===== src/olid_pkg.sv =====
// shared constants, codes and types of the ordered list unit
`default_nettype none

package olid_pkg;

    localparam int LIST_DEPTH = 16;
    localparam int DATA_W     = 32;
    localparam int MODE_W     = 3;
    localparam int STATUS_W   = 2;
    localparam int CNT_W      = 5;
    localparam int IDX_W      = $clog2(LIST_DEPTH);
    localparam int LEN_W      = $clog2(LIST_DEPTH + 1);

    // command codes
    localparam logic [MODE_W-1:0] MODE_INS_FRONT = 3'd0;
    localparam logic [MODE_W-1:0] MODE_INS_END   = 3'd1;
    localparam logic [MODE_W-1:0] MODE_INS_AFTER = 3'd2;
    localparam logic [MODE_W-1:0] MODE_DELETE    = 3'd3;
    localparam logic [MODE_W-1:0] MODE_DUMP      = 3'd4;

    // result status codes
    localparam logic [STATUS_W-1:0] STATUS_DONE     = 2'd0;
    localparam logic [STATUS_W-1:0] STATUS_NOTFOUND = 2'd1;
    localparam logic [STATUS_W-1:0] STATUS_FULL     = 2'd2;
    localparam logic [STATUS_W-1:0] STATUS_EMPTY    = 2'd3;

    // the operation that every cell carries out
    typedef enum logic [1:0] {
        CELL_HOLD,
        CELL_INSERT,
        CELL_DELETE,
        CELL_ROTATE
    } cell_op_t;

    // control broadcast along the chain
    typedef struct packed {
        cell_op_t                  op;
        logic [IDX_W-1:0]          pos;
        logic [IDX_W-1:0]          last_idx;
        logic [LEN_W-1:0]          len;
        logic signed [DATA_W-1:0]  key;
        logic signed [DATA_W-1:0]  value;
    } cell_ctl_t;

endpackage

`default_nettype wire


===== src/olid_if.sv =====
// command and response channel interfaces of the ordered list unit
`default_nettype none

interface olid_cmd_if;
    logic                                       valid;
    logic                                       ready;
    logic [olid_pkg::MODE_W-1:0]                mode;
    logic signed [olid_pkg::DATA_W-1:0]         value;
    logic signed [olid_pkg::DATA_W-1:0]         target_value;

    modport source (output valid, output mode, output value, output target_value,
                    input ready);
    modport sink (input valid, input mode, input value, input target_value,
                  output ready);
endinterface

interface olid_rsp_if;
    logic                                       valid;
    logic                                       ready;
    logic [olid_pkg::STATUS_W-1:0]              status;
    logic signed [olid_pkg::DATA_W-1:0]         entry_value;
    logic [olid_pkg::CNT_W-1:0]                 entry_count;
    logic                                       last;

    modport source (output valid, output status, output entry_value, output entry_count,
                    output last, input ready);
    modport sink (input valid, input status, input entry_value, input entry_count,
                  input last, output ready);
endinterface

`default_nettype wire


===== src/olid_cell.sv =====
// one list cell: holds one entry, compares it, shifts with its neighbors
`default_nettype none

module olid_cell (
    input  wire logic                               clk,
    input  wire logic [olid_pkg::IDX_W-1:0]         idx,
    input  wire olid_pkg::cell_ctl_t                ctl,
    input  wire logic signed [olid_pkg::DATA_W-1:0] left_data,
    input  wire logic signed [olid_pkg::DATA_W-1:0] right_data,
    input  wire logic signed [olid_pkg::DATA_W-1:0] head_data,
    output logic signed [olid_pkg::DATA_W-1:0]      entry,
    output logic                                    match
);

    logic signed [olid_pkg::DATA_W-1:0] entry_reg;
    logic signed [olid_pkg::DATA_W-1:0] entry_next;
    logic                               occupied;

    assign occupied = olid_pkg::LEN_W'(idx) < ctl.len;
    assign match    = occupied && (entry_reg == ctl.key);
    assign entry    = entry_reg;

    // next entry from the broadcast operation
    always_comb
    begin
        entry_next = entry_reg;
        case (ctl.op)
            olid_pkg::CELL_HOLD:
            begin
                entry_next = entry_reg;
            end
            olid_pkg::CELL_INSERT:
            begin
                if (idx == ctl.pos)
                    entry_next = ctl.value;
                else if (idx > ctl.pos)
                    entry_next = left_data;
            end
            olid_pkg::CELL_DELETE:
            begin
                if (idx >= ctl.pos)
                    entry_next = right_data;
            end
            olid_pkg::CELL_ROTATE:
            begin
                if (idx == ctl.last_idx)
                    entry_next = head_data;
                else if (idx < ctl.last_idx)
                    entry_next = right_data;
            end
            default:
            begin
                entry_next = entry_reg;
            end
        endcase
    end

    // entry storage
    always_ff @(posedge clk)
    begin
        entry_reg <= entry_next;
    end

endmodule

`default_nettype wire


===== src/ordered_list_insert_delete_unit.sv =====
// top level of the ordered list unit: command decode, cell chain, response register
//
//  channel | dir | payload                                   | transaction
//  cmd     | in  | mode, value, target_value                 | one command
//  rsp     | out | status, entry_value, entry_count, last    | one result
//
//  insert, delete and unused modes complete on acceptance: all cells compare in
//  parallel and shift in the same cycle; one result follows.
//  dump emits one stored entry per cycle while the response register is free: the chain
//  rotates toward cell 0, which feeds the response register, and is back in
//  order at the end.
//  cmd.ready is low during a dump and while an unread result blocks the
//  response register. reset empties the list; no clearing pass is needed.
`default_nettype none

module ordered_list_insert_delete_unit (
    input  wire logic     clk,
    input  wire logic     rst_n,
    olid_cmd_if.sink      cmd,
    olid_rsp_if.source    rsp
);

    typedef enum logic {
        S_IDLE,
        S_DUMP
    } state_t;

    state_t                               state_reg, state_next;
    logic [olid_pkg::LEN_W-1:0]           len_reg, len_next;
    logic [olid_pkg::LEN_W-1:0]           dump_cnt_reg, dump_cnt_next;
    logic                                 out_vld_reg, out_vld_next;
    logic [olid_pkg::STATUS_W-1:0]        out_status_reg, out_status_next;
    logic signed [olid_pkg::DATA_W-1:0]   out_value_reg, out_value_next;
    logic [olid_pkg::CNT_W-1:0]           out_count_reg, out_count_next;
    logic                                 out_last_reg, out_last_next;

    olid_pkg::cell_ctl_t                  ctl;
    logic signed [olid_pkg::DATA_W-1:0]   cell_data [olid_pkg::LIST_DEPTH];
    logic [olid_pkg::LIST_DEPTH-1:0]      cell_match;
    logic                                 any_match;
    logic [olid_pkg::IDX_W-1:0]           match_idx;
    logic                                 slot_free;
    logic                                 accept;
    logic                                 full;
    logic                                 empty;

    // cell chain
    for (genvar i = 0; i < olid_pkg::LIST_DEPTH; i++)
    begin : g_cell
        logic signed [olid_pkg::DATA_W-1:0] left_d;
        logic signed [olid_pkg::DATA_W-1:0] right_d;

        if (i == 0)
        begin : g_first
            assign left_d = '0;
        end
        else
        begin : g_mid_l
            assign left_d = cell_data[i-1];
        end

        if (i == olid_pkg::LIST_DEPTH - 1)
        begin : g_end
            assign right_d = '0;
        end
        else
        begin : g_mid_r
            assign right_d = cell_data[i+1];
        end

        olid_cell u_cell (
            .clk        (clk),
            .idx        (olid_pkg::IDX_W'(i)),
            .ctl        (ctl),
            .left_data  (left_d),
            .right_data (right_d),
            .head_data  (cell_data[0]),
            .entry      (cell_data[i]),
            .match      (cell_match[i])
        );
    end

    // first matching cell
    always_comb
    begin
        match_idx = '0;
        for (int i = olid_pkg::LIST_DEPTH - 1; i >= 0; i--)
        begin
            if (cell_match[i])
                match_idx = olid_pkg::IDX_W'(i);
        end
    end

    assign any_match = |cell_match;
    assign full      = len_reg == olid_pkg::LEN_W'(olid_pkg::LIST_DEPTH);
    assign empty     = len_reg == '0;
    assign slot_free = !out_vld_reg || rsp.ready;
    assign cmd.ready = (state_reg == S_IDLE) && slot_free;
    assign accept    = cmd.valid && cmd.ready;

    // command decode, dump sequencing and chain control
    always_comb
    begin
        state_next      = state_reg;
        len_next        = len_reg;
        dump_cnt_next   = dump_cnt_reg;
        out_vld_next    = out_vld_reg && !rsp.ready;
        out_status_next = out_status_reg;
        out_value_next  = out_value_reg;
        out_count_next  = out_count_reg;
        out_last_next   = out_last_reg;

        ctl.op       = olid_pkg::CELL_HOLD;
        ctl.pos      = '0;
        ctl.last_idx = olid_pkg::IDX_W'(len_reg - 1'b1);
        ctl.len      = len_reg;
        ctl.key      = (cmd.mode == olid_pkg::MODE_INS_AFTER) ? cmd.target_value : cmd.value;
        ctl.value    = cmd.value;

        if (accept)
        begin
            out_vld_next    = 1'b1;
            out_value_next  = '0;
            out_last_next   = 1'b1;
            out_status_next = olid_pkg::STATUS_DONE;
            case (cmd.mode)
                olid_pkg::MODE_INS_FRONT, olid_pkg::MODE_INS_END:
                begin
                    if (full)
                        out_status_next = olid_pkg::STATUS_FULL;
                    else
                    begin
                        ctl.op   = olid_pkg::CELL_INSERT;
                        ctl.pos  = (cmd.mode == olid_pkg::MODE_INS_FRONT) ? '0
                                   : olid_pkg::IDX_W'(len_reg);
                        len_next = len_reg + 1'b1;
                    end
                end
                olid_pkg::MODE_INS_AFTER:
                begin
                    if (full)
                        out_status_next = olid_pkg::STATUS_FULL;
                    else if (!any_match)
                        out_status_next = olid_pkg::STATUS_NOTFOUND;
                    else
                    begin
                        ctl.op   = olid_pkg::CELL_INSERT;
                        ctl.pos  = match_idx + 1'b1;
                        len_next = len_reg + 1'b1;
                    end
                end
                olid_pkg::MODE_DELETE:
                begin
                    if (empty)
                        out_status_next = olid_pkg::STATUS_EMPTY;
                    else if (!any_match)
                        out_status_next = olid_pkg::STATUS_NOTFOUND;
                    else
                    begin
                        ctl.op   = olid_pkg::CELL_DELETE;
                        ctl.pos  = match_idx;
                        len_next = len_reg - 1'b1;
                    end
                end
                olid_pkg::MODE_DUMP:
                begin
                    if (empty)
                        out_status_next = olid_pkg::STATUS_EMPTY;
                    else
                    begin
                        out_vld_next  = 1'b0;
                        state_next    = S_DUMP;
                        dump_cnt_next = len_reg;
                    end
                end
                default:
                begin
                    out_status_next = olid_pkg::STATUS_NOTFOUND;
                end
            endcase
            out_count_next = olid_pkg::CNT_W'(len_next);
        end
        else if (state_reg == S_DUMP && slot_free)
        begin
            // emit head entry and rotate the stored part of the chain
            ctl.op          = olid_pkg::CELL_ROTATE;
            out_vld_next    = 1'b1;
            out_status_next = olid_pkg::STATUS_DONE;
            out_value_next  = cell_data[0];
            out_count_next  = olid_pkg::CNT_W'(len_reg);
            out_last_next   = dump_cnt_reg == olid_pkg::LEN_W'(1);
            dump_cnt_next   = dump_cnt_reg - 1'b1;
            if (dump_cnt_reg == olid_pkg::LEN_W'(1))
                state_next = S_IDLE;
        end
    end

    // state, list length and response register
    always_ff @(posedge clk or negedge rst_n)
    begin
        if (!rst_n)
        begin
            state_reg      <= S_IDLE;
            len_reg        <= '0;
            dump_cnt_reg   <= '0;
            out_vld_reg    <= 1'b0;
            out_status_reg <= '0;
            out_value_reg  <= '0;
            out_count_reg  <= '0;
            out_last_reg   <= 1'b0;
        end
        else
        begin
            state_reg      <= state_next;
            len_reg        <= len_next;
            dump_cnt_reg   <= dump_cnt_next;
            out_vld_reg    <= out_vld_next;
            out_status_reg <= out_status_next;
            out_value_reg  <= out_value_next;
            out_count_reg  <= out_count_next;
            out_last_reg   <= out_last_next;
        end
    end

    assign rsp.valid       = out_vld_reg;
    assign rsp.status      = out_status_reg;
    assign rsp.entry_value = out_value_reg;
    assign rsp.entry_count = out_count_reg;
    assign rsp.last        = out_last_reg;

endmodule

`default_nettype wire


===== src/flat_wrapper.sv =====
// flat-port wrapper written by rule: the top's interface ports become plain ports
module ordered_list_insert_delete_unit_flat 
  (clk, rst_n, cmd_valid, cmd_mode, cmd_value, cmd_target_value, cmd_ready, rsp_valid, rsp_status, rsp_entry_value, rsp_entry_count, rsp_last, rsp_ready);
  olid_cmd_if cmd_i ();
  olid_rsp_if rsp_i ();
  input  wire logic clk;
  input  wire logic rst_n;
  input wire logic [$bits(cmd_i.valid)-1:0] cmd_valid;
  input wire logic [$bits(cmd_i.mode)-1:0] cmd_mode;
  input wire logic [$bits(cmd_i.value)-1:0] cmd_value;
  input wire logic [$bits(cmd_i.target_value)-1:0] cmd_target_value;
  output wire logic [$bits(cmd_i.ready)-1:0] cmd_ready;
  output wire logic [$bits(rsp_i.valid)-1:0] rsp_valid;
  output wire logic [$bits(rsp_i.status)-1:0] rsp_status;
  output wire logic [$bits(rsp_i.entry_value)-1:0] rsp_entry_value;
  output wire logic [$bits(rsp_i.entry_count)-1:0] rsp_entry_count;
  output wire logic [$bits(rsp_i.last)-1:0] rsp_last;
  input wire logic [$bits(rsp_i.ready)-1:0] rsp_ready;
  assign cmd_i.valid = cmd_valid;
  assign cmd_i.mode = cmd_mode;
  assign cmd_i.value = cmd_value;
  assign cmd_i.target_value = cmd_target_value;
  assign cmd_ready = cmd_i.ready;
  assign rsp_valid = rsp_i.valid;
  assign rsp_status = rsp_i.status;
  assign rsp_entry_value = rsp_i.entry_value;
  assign rsp_entry_count = rsp_i.entry_count;
  assign rsp_last = rsp_i.last;
  assign rsp_i.ready = rsp_ready;
  ordered_list_insert_delete_unit u_core (.clk(clk), .rst_n(rst_n), .cmd(cmd_i), .rsp(rsp_i));
endmodule

===== config.mk =====
export PLATFORM = sky130hd
export DESIGN_NAME = ordered_list_insert_delete_unit_flat
export DESIGN_NICKNAME = d
export VERILOG_FILES = /design/src/olid_pkg.sv /design/src/olid_if.sv /design/src/olid_cell.sv /design/src/ordered_list_insert_delete_unit.sv /design/src/flat_wrapper.sv
export SDC_FILE = /design/constraint.sdc
export NUM_CORES = 2
export LEC_CHECK = 0
export ABC_CLOCK_PERIOD_IN_PS = 15400
export BUFFER_PORTS_ARGS = -buffer_cell sky130_fd_sc_hd__buf_2
export CAP_MARGIN = 15
export CORE_UTILIZATION = 65
export DETAILED_ROUTE_END_ITERATION = 10
export GPL_ROUTABILITY_DRIVEN = 1
export PLACE_DENSITY = 0.85
export SETUP_SLACK_MARGIN = 0.02
export SLEW_MARGIN = 20
export SYNTH_ARGS = -nofsm -noshare
export SYNTH_HDL_FRONTEND = slang
export SYNTH_HIERARCHICAL = 1
export SYNTH_SLANG_ARGS = --single-unit

===== constraint.sdc =====
create_clock -name clk -period 15.4 [get_ports clk]
set_input_delay 0 -clock clk [delete_from_list [all_inputs] [get_ports clk]]
set_output_delay 0 -clock clk [all_outputs]
set_load 0.03 [all_outputs]

## Word level (Yosys, flattened, before mapping)

Cells that the tools add are included.

- Register bits after elaboration: 564
- Bits of input ports: 71
- Output and inout port bits: 42
- Logic and storage cells: 406

- Add/subtract/negate cells: 4
- Magnitude comparators: 64
- Equal/unequal tests: 106
- Muxes and demuxes: 156
- Bitwise logic cells: 2
- Reduce and logical (&&, ||, !) cells: 50

Operators by type and width:

| kind | count |
|---|---|
| 32-bit 2-to-1 mux | 83 |
| 32-bit case mux with 3 select lines | 16 |
| 32-bit == test | 16 |
| 3-bit inequality test, second input constant | 31 |
| 4-bit 2-to-1 mux | 18 |
| 5-bit 2-to-1 mux | 13 |
| 4-bit == test, first input constant | 16 |
| 4-bit AND reduction | 16 |
| 4-bit by 5-bit less-than comparator with 1-bit output, first input constant | 8 |
| 2-bit inequality test, second input constant | 20 |
| 3-bit by 4-bit == test with 1-bit output, first input constant | 8 |
| 4-bit >= comparator, first input constant | 8 |
| 4-bit greater-than comparator, first input constant | 8 |
| 4-bit less-than comparator, first input constant | 8 |
| 1-bit logical AND | 20 |
| 3-bit by 5-bit less-than comparator with 1-bit output, first input constant | 4 |
| 6-bit 2-to-1 mux | 3 |
| 6-bit case mux with 3 select lines | 1 |
| 2-bit by 4-bit == test with 1-bit output, first input constant | 4 |
| 3-bit by 4-bit >= comparator with 1-bit output, first input constant | 4 |
| 3-bit by 4-bit greater-than comparator with 1-bit output, first input constant | 4 |
| 3-bit by 4-bit less-than comparator with 1-bit output, first input constant | 4 |
| 2-bit 2-to-1 mux | 8 |
| 16-bit OR reduction | 1 |
| 33 further kinds | 60 |

## Longest topological paths before layout

- Depth in word-level cells: 29
- Mapped depth: 25
- Depth with buffers taken out: 22

## Modules after synthesis

The synthesis kept the hierarchy.

Modules (own cells, without submodules):

| module | instances | cells an instance | area each (µm²) | sequential area each (µm²) |
|---|---|---|---|---|
| olid_cell (u_core.g_cell[15].u_cell ...) | 10 | 302 | 2628.8 | 960.9 |
| olid_cell (u_core.g_cell[0].u_cell ...) | 6 | 302 | 2627.5 | 960.9 |
| ordered_list_insert_delete_unit | 1 | 320 | 3215.6 | 1301.2 |

## Least setup slack after synthesis

OpenSTA, ideal clock, no wires.

- Path type: in2reg
- From: input cmd_mode[2]
- To: register u_core.g_cell[12].u_cell.entry_reg (netlist bit u_core/g_cell[12].u_cell/entry[0]) (enable)
- Setup time: 0.435 ns
- Arrival time: 6.550 ns
- Required time: 14.965 ns
- Path slack: 8.415 ns
- Stages: 24
- Buffers on the path: 2
- Path through: buf_2 -> nand2b_1 -> nor2_2 -> buf_2 -> mux2_2 -> xnor2_1 -> nand4_1 -> nor4_1 -> o2111ai_1 -> nor3_1 -> inv_1 -> a21oi_1 -> nor2_1 -> or2_2 -> ha_1 -> o21ai_0 -> nand3_1 -> a21oi_1 -> inv_1 -> ha_1 -> nand2_1 -> o21ai_0 -> o22ai_1 -> mux2i_1

RTL lines:

| item | RTL line | source |
|---|---|---|
| start, declared | flat_wrapper.sv:9 | `input wire logic [$bits(cmd_i.mode)-1:0] cmd_mode;` |
| end signal, assigned | olid_cell.sv:61 | `entry_reg <= entry_next;` |
| end, declared | olid_cell.sv:15 | `logic signed [olid_pkg::DATA_W-1:0] entry_reg;` |

==> impl_metrics.csv <==
group,metric,value,unit
outcome,status,"complete, no violations",
power_and_ir_drop,finalPower,0.0101,W
detailed_routing,first_pass_iters,9,
logic_synthesis,synth-seq-cells,564,
critical_path,cp_max_fo,37,
clocking,cts.sinks,564,
logic_synthesis,synth.area.top_cells,"edfxtp_1, nand2_1, a211oi_1",
final_layout,drive_gt1_share,7.55,%
final_layout,area_growth,8.91,%
global_route,gr-usage-all-layers,46.6,%
timing,min_period,8.18,ns
power_and_ir_drop,vdd.ir_drop.worst,0.131,mV
clocking,cts_tree,"built",
logic_synthesis,ys_seq_area_share,36.8,%
power_and_ir_drop,intPower,0.00555,W
timing,drv_slew,0,
timing,fmax,0.122,GHz
critical_path,crit_path_end_kind,"register",
clocking,insertion_delay,0.63,ns
logic_synthesis,synth_edf_count,512,
critical_path,cp_top_family,"simple AND/OR/NAND/NOR gates",
logic_synthesis,synth_top_cell_by_area,"edfxtp_1",
logic_synthesis,synth_common_cells,"nand2_1, a211oi_1, a31oi_1, edfxtp_1, and2_1",
critical_path,required,15.68,ns
timing,min_period_over_period,53.1,%
logic_synthesis,ys_types,62,
die,num_rows,96,
clocking,clkTransAtPathRegs,0.06,ns
die,fp.dieW,266,um
detailed_routing,totalWireLength,168000,um
logic_synthesis,syn_inst,5152,
logic_synthesis,synth_most_common_cell,"nand2_1",
critical_path,critical_path_arrival,8.46,ns
clocking,ctsRootBufferMaster,"clkbuf_16",
job,cap_viol_max_count,0,
detailed_routing,wl_per_cell,26.5,um
detailed_routing,routed_via_density,6.95,
final_layout,final_area,49300,um^2
logic_synthesis,netlist_area,45300,um^2
timing,hold_viol,0,
placement,place_area,47200,um^2
clocking,clock_path_buffers,3,
die,die-area,70700,um^2
final_layout,nNetsFinal,5610,
timing,skew,0.0274,ns
timing,rsz0062_at_grt,"false",
timing,slew_headroom,11.0,%
critical_path,cpMaxStageDelayCell,"mux2_2",
critical_path,cp_slowest_stage_delay,0.93,ns
clocking,cts_buffers,68,
global_route,grt_antenna_before_repair,9,
global_route,overflow,0,
logic_synthesis,ys.warnings.count,6,
logic_synthesis,syn_area_per_cell,8.79,um^2
power_and_ir_drop,sw_frac_of_total,45.1,%
logic_synthesis,synth_top_flop_cell,"edfxtp_1",
logic_synthesis,async_flop_share,9.22,%
placement,dpl.hpwl,116000,um
power_and_ir_drop,p_comb_share,48.4,%
timing,setup_viol,0,
critical_path,crit_type,"input pin to register",
final_layout,largest_register_ffs,512,
detailed_routing,drc,0,
power_and_ir_drop,seqPwrFrac,36.5,%
critical_path,crit_top_cell,"buf_4",
timing,setup_tns,0,ns
power_and_ir_drop,p_switching,0.00457,W
clocking,postCtsSetupBuffers,0,
global_route,grt_max_degree,189,
global_route,grt_pass1_vias,41400,
timing,timing.hold.ws,0.0320,ns
die,initial_core_util,65.9,%
placement,gp_congestion,1.01,
die,coreArea,68700,um^2
logic_synthesis,synth_top_area_share,34.0,%
die,dieHeight,266,um
critical_path,worstSetupStartpointType,"input pin",
clocking,htreeDepth,3,
global_route,grt_pass1_wl,251000,um
detailed_routing,drt_iter0_markers,7623,
detailed_routing,final_antenna_net_count,0,
critical_path,worst-path-buf-inv,6,
placement,port_buffers,112,
hold_path,min_path_type,"input pin to asynchronous set/reset pin",
detailed_routing,via_count,44100,
power_and_ir_drop,leakage,18.0,nW
die,ios,113,
power_and_ir_drop,p_per_area,205,nW/um^2
power_and_ir_drop,clockPowerShare,15.1,%
timing,worst_slew_pin_slew,1.32,ns
layout make-up:
class,count,area [um^2]
antenna,10,25.0
clock buffer,89,1880
clock inverter,26,123
fill,5373,19400
inverter,202,758
multi-input combinational,4271,27000
sequential,564,16700
tap,931,1160
timing repair buffer,251,1700
worst reg2reg max path: cells and delay by family, from the launching register on:
kind	cells	cell delay (ns)
compound gates	9	2.36
fa+ha+maj	3	0.83
buf+inv	5	1.33
flops	1	0.48
mux	1	0.37
simple gates	4	1.36
repair_timing:
action / 4_1_cts / 5_1_grt
endpoints found under the hold margin: 61 / 0
setup endpoints to repair: 0 / 0
hold buffers: 6 / 0
gates resized for setup: 0 / 0
per-stage QoR:
step	utilization, %	worst slack [ns]	std cells
5_1_grt	71.7	7.28	6342
6_report	71.8	7.22	6344
2_1_floorplan	-	8.42	5390
4_1_cts	71.6	7.47	6330
3_3_place_gp	68.6	7.58	6207
3_5_place_dp	68.6	7.42	6209
power groups by stage:
stage	Sequential, W	Combinational [W]	Clock [W]
floorplan	0.00352	0.00324	0
global placement	0.00364	0.00448	0
detailed placement	0.00364	0.00465	0
CTS	0.00363	0.00469	0.00152
global route	0.00373	0.00524	0.00157
finish	0.00370	0.00490	0.00153
placed cells by master, fill, tap and decap left out, types with 20 or more instances in the layout:
cell          n
a21oi_1     100
a31oi_1     514
ha_1        181
nand4_1      81
mux2_2       35
nor4_1       64
edfxtp_1    512
nand2b_1     38
and3_1       20
and2_0       48
conb_1      240
nand2_1    1110
nor3_1       41
xnor2_1     275
inv_1       202
clkbuf_16    71
and2_1      467
a211oi_1    514
o21ai_0      30
a22o_1       35
dfrtp_1      51
nand3_1      43
buf_2       112
xor2_1      244
buf_4       124
worst paths after layout:
path,start,to,slack (ns),cells past startpoint
setup / recovery,cmd_mode[2],u_core/g_cell[15].u_cell/entry[7]$_DFFE_PP_,7.22,25
hold reg to reg,u_core/rsp.entry_count[4]$_DFFE_PN0P_,u_core/rsp.entry_count[4]$_DFFE_PN0P_,0.48,2
hold / removal,rst_n,u_core/rsp.entry_count[4]$_DFFE_PN0P_,0.03,3
setup reg to reg,u_core/len_reg[1]$_DFFE_PN0P_,u_core/g_cell[15].u_cell/entry[7]$_DFFE_PP_,8.30,22
min in group clk,cmd_mode[0],u_core/rsp.status[0]$_DFFE_PN0P_,0.07,4
max in group asynchronous,rst_n,u_core/len_reg[4]$_DFFE_PN0P_,14.87,3
kinds of logic after synthesis:
group | synth area share, %
AO/OA/AOI/OAI | 19.2
XOR/XNOR | 10.0
adder cells (fa/ha/maj) | 5.00
buffers and inverters | 6.08
flip-flops | 36.8
multiplexers | 1.30
other | 0.0166
AND/OR/NAND/NOR | 21.5
routing by layer:
layer	wire (um)	share of wire [%]	vias to the layer above	GRT usage, %
li1	-	-	18900	-
met2	70500	42	3958	69.3
met4	16600	9.9	0	37.1
met5	0	0	-	0
met3	23300	14	839	9.55
met1	57600	34	20400	59.2
(Power assumes the default switching activity.)
